File: config.mk
export PLATFORM = sky130hd
export DESIGN_NAME = ccle_decode
export DESIGN_NICKNAME = d
export VERILOG_FILES = /design/src/rtl/ccle_pkg.sv /design/src/rtl/ccle_decode.sv
export SDC_FILE = /design/constraint.sdc
export NUM_CORES = 1
export LEC_CHECK = 0
export BUFFER_PORTS_ARGS = -buffer_cell sky130_fd_sc_hd__buf_4
export CORE_ASPECT_RATIO = 0.9
export CORE_MARGIN = 5
export CORE_UTILIZATION = 30
export DETAILED_ROUTE_END_ITERATION = 16
export PLACE_DENSITY_LB_ADDON = 0.2
export SYNTH_ARGS = -nofsm -noshare
export SYNTH_HDL_FRONTEND = slang
export SYNTH_SLANG_ARGS = --single-unit
File: constraint.sdc
create_clock -name vclk -period 5.52
set_input_delay 1.656 -clock vclk [all_inputs]
set_output_delay 1.656 -clock vclk [all_outputs]
set_load 0.01 [all_outputs]
File: src/rtl/ccle_pkg.sv
// Shared types, codes and helpers for the cheat code line engine.
// No dependencies; used by ccle_decode and cheat_code_line_engine_top.
package ccle_pkg;

  localparam logic [1:0] ST_CONT    = 2'd0;
  localparam logic [1:0] ST_END     = 2'd1;
  localparam logic [1:0] ST_FAIL    = 2'd2;
  localparam logic [1:0] ST_IGNORED = 2'd3;

  localparam logic [1:0] ACT_EXEC  = 2'd0;
  localparam logic [1:0] ACT_HWR   = 2'd1;
  localparam logic [1:0] ACT_HRD   = 2'd2;

  localparam logic [1:0] SKIP_NONE  = 2'd0;
  localparam logic [1:0] SKIP_LINES = 2'd1;
  localparam logic [1:0] SKIP_ENDIF = 2'd2;
  localparam logic [1:0] SKIP_ALL   = 2'd3;

  localparam logic [2:0] CMP_EQ  = 3'd1;
  localparam logic [2:0] CMP_NE  = 3'd2;
  localparam logic [2:0] CMP_SLT = 3'd3;
  localparam logic [2:0] CMP_SGT = 3'd4;
  localparam logic [2:0] CMP_ULT = 3'd5;
  localparam logic [2:0] CMP_UGT = 3'd6;

  localparam logic [2:0] ZC_END  = 3'd0;
  localparam logic [2:0] ZC_NOP  = 3'd2;
  localparam logic [2:0] ZC_FILL = 3'd4;

  localparam logic [31:0] ENDIF_WORD = 32'h4000_0000;
  localparam logic [31:0] SELF_LO    = 32'h0000_2000;
  localparam logic [31:0] SELF_HI    = 32'h0000_3000;

  typedef enum logic [2:0] {
    OP_NONE,
    OP_WRITE,
    OP_HOSTRD,
    OP_PTR,
    OP_ADD,
    OP_CMP
  } op_e;

  typedef struct packed {
    logic [1:0]  status;
    op_e         op;
    logic        halted;
    logic [1:0]  skip_mode;
    logic [1:0]  skip_left;
    logic        fill_pending;
    logic [31:0] pending;
    logic [24:0] addr;
    logic [1:0]  size;
    logic [24:0] reps;
    logic [31:0] step;
    logic [31:0] val;
    logic [31:0] vinc;
  } plan_t;

  function automatic logic [31:0] align_val(input logic [31:0] v, input logic [1:0] size);
    logic [31:0] r;
    case (size)
      2'd0:    r = {v[7:0], 24'd0};
      2'd1:    r = {v[15:0], 16'd0};
      default: r = v;
    endcase
    return r;
  endfunction

  function automatic logic cmp_ok(input logic [2:0] kind, input logic [31:0] m,
                                  input logic [31:0] v);
    logic r;
    case (kind)
      CMP_EQ:  r = (m == v);
      CMP_NE:  r = (m != v);
      CMP_SLT: r = ($signed(m) < $signed(v));
      CMP_SGT: r = ($signed(m) > $signed(v));
      CMP_ULT: r = (m < v);
      CMP_UGT: r = (m > v);
      default: r = ((m & v) != 32'd0);
    endcase
    return r;
  endfunction

endpackage

File: src/rtl/ccle_decode.sv
// Decodes one request (code line or host access) into a sequencer plan.
// Depends on ccle_pkg.
module ccle_decode #(
  parameter int MEM_ADDR_BITS = 16
) (
  input  logic [1:0]      action_i,
  input  logic            first_line_i,
  input  logic [31:0]     code_word_i,
  input  logic [31:0]     data_word_i,
  input  logic [15:0]     host_address_i,
  input  logic [7:0]      host_byte_i,
  input  logic            halted_i,
  input  logic [1:0]      skip_mode_i,
  input  logic [1:0]      skip_left_i,
  input  logic            fill_pending_i,
  input  logic [31:0]     pending_i,
  output ccle_pkg::plan_t plan_o
);

  localparam logic [25:0] MemBytes = 26'(1) << MEM_ADDR_BITS;

  logic [31:0] cw, dw;
  logic [1:0]  csize, csub, psize;
  logic [2:0]  ctype;
  logic [25:0] fill_n;
  logic [31:0] ainc;

  assign cw     = code_word_i;
  assign dw     = data_word_i;
  assign csize  = cw[26:25];
  assign ctype  = cw[29:27];
  assign csub   = cw[31:30];
  assign psize  = pending_i[26:25];
  assign fill_n = 26'(dw[31:8]) + 26'd1;
  assign ainc   = {{16{dw[15]}}, dw[15:0]};

  always_comb begin
    ccle_pkg::plan_t p;
    p              = '0;
    p.status       = ccle_pkg::ST_CONT;
    p.op           = ccle_pkg::OP_NONE;
    p.halted       = halted_i;
    p.skip_mode    = skip_mode_i;
    p.skip_left    = skip_left_i;
    p.fill_pending = fill_pending_i;
    p.pending      = pending_i;
    p.reps         = 25'd1;
    case (action_i)
      ccle_pkg::ACT_EXEC: begin
        if (first_line_i) begin
          p.halted       = 1'b0;
          p.skip_mode    = ccle_pkg::SKIP_NONE;
          p.skip_left    = 2'd0;
          p.fill_pending = 1'b0;
          p.pending      = 32'd0;
        end
        if (p.halted) begin
          p.status = ccle_pkg::ST_IGNORED;
        end else if (p.skip_mode == ccle_pkg::SKIP_LINES) begin
          p.skip_left = p.skip_left - 2'd1;
          if (p.skip_left == 2'd0) begin
            p.skip_mode = ccle_pkg::SKIP_NONE;
          end
        end else if (p.skip_mode == ccle_pkg::SKIP_ALL) begin
          p.status = ccle_pkg::ST_END;
        end else if (p.skip_mode == ccle_pkg::SKIP_ENDIF) begin
          if (cw == 32'd0 && dw == ccle_pkg::ENDIF_WORD) begin
            p.skip_mode = ccle_pkg::SKIP_NONE;
          end
        end else if (p.fill_pending) begin
          p.fill_pending = 1'b0;
          if (p.pending[26:25] == 2'd3) begin
            p.status = ccle_pkg::ST_FAIL;
          end else begin
            p.op   = (dw[23:16] == 8'd0) ? ccle_pkg::OP_NONE : ccle_pkg::OP_WRITE;
            p.addr = p.pending[24:0];
            p.size = p.pending[26:25];
            p.reps = 25'(dw[23:16]);
            p.step = ainc << psize;
            p.val  = cw;
            p.vinc = {{24{dw[31]}}, dw[31:24]};
          end
        end else if (cw >= ccle_pkg::SELF_LO && cw < ccle_pkg::SELF_HI) begin
          p.status = ccle_pkg::ST_FAIL;
        end else if (cw == 32'd0) begin
          case (dw[31:29])
            ccle_pkg::ZC_END: p.status = ccle_pkg::ST_END;
            ccle_pkg::ZC_NOP: p.status = ccle_pkg::ST_CONT;
            ccle_pkg::ZC_FILL: begin
              if (dw[26:25] == 2'd3) begin
                p.status = ccle_pkg::ST_FAIL;
              end else begin
                p.fill_pending = 1'b1;
                p.pending      = dw;
              end
            end
            default: p.status = ccle_pkg::ST_FAIL;
          endcase
        end else if (ctype == 3'd0) begin
          p.addr = cw[24:0];
          case (csub)
            2'd0: begin
              p.op  = ccle_pkg::OP_WRITE;
              p.val = dw;
              if (csize == 2'd0) begin
                p.size = 2'd0;
                p.step = 32'd1;
                p.reps = (fill_n > MemBytes) ? 25'(MemBytes) : 25'(fill_n);
              end else if (csize == 2'd1) begin
                p.size = 2'd1;
                p.step = 32'd2;
                p.reps = 25'(dw[31:16]) + 25'd1;
              end else begin
                p.size = 2'd2;
              end
            end
            2'd1: begin
              p.op   = ccle_pkg::OP_PTR;
              p.size = 2'd2;
            end
            2'd2: begin
              if (csize == 2'd3) begin
                p.status = ccle_pkg::ST_FAIL;
              end else begin
                p.op   = ccle_pkg::OP_ADD;
                p.size = csize;
                p.val  = dw;
              end
            end
            default: p.status = ccle_pkg::ST_FAIL;
          endcase
        end else begin
          p.op   = ccle_pkg::OP_CMP;
          p.addr = cw[24:0];
          case (csize)
            2'd0:    begin p.size = 2'd0; p.val = {24'd0, dw[7:0]};  end
            2'd1:    begin p.size = 2'd1; p.val = {16'd0, dw[15:0]}; end
            default: begin p.size = 2'd2; p.val = dw;                end
          endcase
        end
        if (p.status == ccle_pkg::ST_END || p.status == ccle_pkg::ST_FAIL) begin
          p.halted = 1'b1;
        end
      end
      ccle_pkg::ACT_HWR: begin
        p.op   = ccle_pkg::OP_WRITE;
        p.addr = {9'd0, host_address_i};
        p.val  = {24'd0, host_byte_i};
      end
      ccle_pkg::ACT_HRD: begin
        p.op   = ccle_pkg::OP_HOSTRD;
        p.addr = {9'd0, host_address_i};
      end
      default: p.op = ccle_pkg::OP_NONE;
    endcase
    plan_o = p;
  end

endmodule

---- Word level (Yosys, flattened, before mapping) ----
Cells that the tools add are included.
operators by class
  add/sub/neg operators ................... 3
  order comparisons ....................... 3
  equal/unequal tests ..................... 16
  shift-type cells ........................ 1
  muxes and demuxes ....................... 67
  reduce and logical (&&, ||, !) cells .... 13
operators with widths
  operator                                                                           count
  181-bit 2-to-1 mux                                                                 3
  116-bit 2-to-1 mux                                                                 2
  32-bit one-hot mux with 2 select lines                                             3
  185-bit 2-to-1 mux                                                                 1
  32-bit 2-to-1 mux                                                                  5
  149-bit 2-to-1 mux                                                                 1
  148-bit 2-to-1 mux                                                                 1
  59-bit 2-to-1 mux                                                                  2
  38-bit 2-to-1 mux                                                                  3
  57-bit 2-to-1 mux                                                                  2
  33-bit 2-to-1 mux                                                                  3
  25-bit one-hot mux with 2 select lines                                             1
  49-bit 2-to-1 mux                                                                  1
  2-bit 2-to-1 mux                                                                   19
  32-bit by 31-bit == test with 1-bit output, second input constant                  1
  32-bit by 14-bit >= comparator with 1-bit output, second input constant            1
  32-bit zero test                                                                   1
  32-bit by 14-bit less-than comparator with 1-bit output, second input constant     1
  32-bit by 2-bit left shift with 32-bit output                                      1
  24-bit by 1-bit adder with 25-bit output, second input constant                    1
  25-bit by 17-bit greater-than comparator with 1-bit output, second input constant  1
  25-bit 2-to-1 mux                                                                  1
  3-bit 2-to-1 mux                                                                   6
  3-bit one-hot mux with 3 select lines                                              2
  other kinds (16)                                                                   40
word-level totals
  flip-flop bits (word level) ............. 0
  bits of input ports ..................... 129
  word-level logic and storage cells ...... 103

---- Logic depth before layout (Yosys ltp) ----
  word-level depth ........................ 16
  gate-level depth with buffers ........... 10

---- Least setup slack after synthesis ----
Ideal clock, no wire load.
  path type ............................... input port to output port
  from .................................... input data_word_i[20]
  to ...................................... output plan_o[101] (netlist name)
  data arrival time ....................... 4176 ps
  slack ................................... -312 ps
  cell stages on the path ................. 10
  cell sequence ........................... buf_2 > and3_1 > and3_1 > or4b_1 > a32oi_1 > a41oi_1 > or3b_1 > or4_1 > buf_4 > o21ai_1
RTL lines
  what         line               source
  from (decl)  ccle_decode.sv:9   input logic [31:0] data_word_i,
  to (decl)    ccle_decode.sv:17  output ccle_pkg::plan_t plan_o

==> reports/metrics.cfg <==
[synthesis]
ys_seq_area_frac = 0
syn-cell-area_sq_mm = 0.00415
yosysUniqueCellTypes = 59
synth_top_area_share = 0.0868
avgSynthCellArea_sq_um = 6.19
synth_top_area_cell = nand2_1
postSynthCellCount = 671
yosysWarnings = 0
synth_area_leaders = nand2_1 8.7%, buf_4 8.5%, o21ai_0 7.0%, mux4_2 6.5%, a22o_1 5.3%

[timing]
worst_slew_pin_slew_ps = 801
finalCritPeriodShare = 1.08
relSlewSlack = 0.461
whs_ps = 3600
rsz0062_at_grt = true
fin_ws_ps = -451
maxSlewViolCount = 0
max_freq_mhz = 167
period_minus_slack_ps = 5970
final-hold-violation-count = 0
setup_viol = 41

[cells_and_area]
regArea_sq_um = 0
fillCellCount = 1306
design_area_sq_mm = 0.00810
seq_cell_count = 0
n_clock_buffer = 0
multi_input_area_sq_mm = 0.00405
final_nets = 1162
syn_to_final_growth_pct = 95.1
drive_above_1_share = 0.556
antenna_cells = 0

[detailed_routing]
viasPerCell = 5.66
vias = 6740
routedWlPerCell_um = 21.4
dr_wl_met3_um = 2360
drt_iter0_markers = 578
ant_nets = 0
highest-signal-layer = met4
wl_met1_um = 10500
wirelength_um = 25500
drc_errors = 0
first_pass_iters = 9
met2_length_um = 12100

[power_and_ir_drop]
irDropWorstVdd_mv = 0.0532
pwr_density_cell_mw_per_mm2 = 62.6
cellLeakagePower_nw = 4.00

[global_route]
grt_max_degree = 29
grt_pass1_wl_um = 37400
antenna_found_initial = 0
grt.overflow.total = 0
grt_usage = 0.284
grt_pass1_vias = 6546

[worst_setup_path]
arrival_ps = 4310
required_ps = 3860
critPathCaptureType = output port
path_max_fanout = 10
worstSetupStartpointType = primary input
crit_type = primary input to output port

[flow_run]
drv_cap = 0

[placed_design]
placed_area_sq_mm = 0.00728
dp_hpwl_um = 19900
place.gp.congestion = 0.935
place.port_buffers = 312
place_ws_ps = -503

[worst_hold_path]
hold_path.class = primary input to output port

[clock_tree]
cts_hold_buffers = 0

[die]
die_x_um = 134
core_area_sq_mm = 0.0135
die_h_um = 122
dieArea_sq_mm = 0.0163
initial_core_util = 0.308
rows = 40
num_io_pins = 320

[status]
run_status = finished, violations left
violations = setup timing

-- cell type report --
cell class         count  area share
well taps            168      0.0260
inverters             23      0.0107
multi-input cells    542       0.500
repair buffers       458       0.463
-- worst max-delay path, stage by stage --
cell	delay, ps
buf_6	90
and3_4	170
and3_4	180
or4b_4	470
a32oi_2	230
a41oi_2	180
or3b_4	430
or4_4	440
buf_12	170
o22ai_4	170
buf_6	120
-- cell families after synthesis --
family / synth area share
AND/OR/NAND/NOR: 0.349
AO/OA/AOI/OAI: 0.318
buffers and inverters: 0.167
XOR/XNOR: 0.0612
multiplexers: 0.0796
adder cells (fa/ha/maj): 0.0241
other: 0.000904
-- report_power, final --
group / leakage (nW) / internal, mW / switching, mW
registers: 0 / 0 / 0
logic: 4.00 / 0.248 / 0.259
clock network: 0 / 0 / 0
total: 4.00 / 0.248 / 0.259
-- cells in the final DEF, fill, tap and decap left out, drive strengths merged, types with 4 or more instances in the layout --
master  synthesis  routed
nand2          96      96
mux2i           6       6
nand4          16      16
ha              8       8
nand2b          6       6
nor2           52      52
conb            1       8
mux4           12      12
a22oi          26      26
a31oi           5       5
or3             7       7
o21ai          61      61
nor4           15      15
a21oi          22      22
a22o           25      25
o22ai          12      12
inv            23      23
xnor2          20      20
nor2b           8       8
nor3           18      18
and3           32      32
nand3          15      15
buf            57     458
or4             6       6
a222oi          8       8
xor2            9       9
and2            5       5
o21a            4       4
-- routing by layer --
metal | vias to the layer above | GRT usage
met2 | 383 | 0.483
met4 | 0 | 0.0456
met1 | 3199 | 0.384
met3 | 38 | 0.0487
met5 | - | 0
li1 | 3120 | -
-- final timing paths --
check	start	to	slack, ps	depth (start not counted)
setup / recovery	data_word_i[18]	plan_o[111]	-450	11
hold / removal	host_address_i[13]	plan_o[136]	3600	4
-- cells in the mapped netlist, drive strengths merged (2+ instances only) --
cell and n:
ha 8, o22ai 12, a32o 3, o221ai 2, xnor2 20, clkbuf 56
a21o 3, a31oi 5, nand2 96, a22o 25, nand4 16, a22oi 26
nor4 15, nor2b 8, o31ai 3, and3b 2, or3 7, mux4 12
nand3 15, o2111ai 2, a222oi 8, and3 32, xor2 9, buf 57
and2 5, o21bai 2, a211oi 3, mux2i 6, nor2 52, nor3 18
a21oi 22, and4 2, o21ai 61, nor3b 2, inv 23, a32oi 3
o21a 4, or4 6, nand2b 6, nand4b 2, a21boi 2
-- metrics by stage --
step	cells	utilization	setup TNS [ps]	total power, mW
finish	1191	0.602	-6900	0.507
global route	1191	0.602	-10260	0.540
CTS	1195	0.586	-8780	0.487
detailed placement	1176	0.541	-15260	0.466
global placement	1176	0.541	-13400	0.467
floorplan	678	-	-2030	0.208
-- repair_timing --
item	in CTS	in global routing
pin swaps	42	38
gates resized for setup	123	77
setup buffers	16	7
gates cloned	4	0
setup endpoints to repair	86	74
No activity file was read; power rests on OpenSTA's default activity.
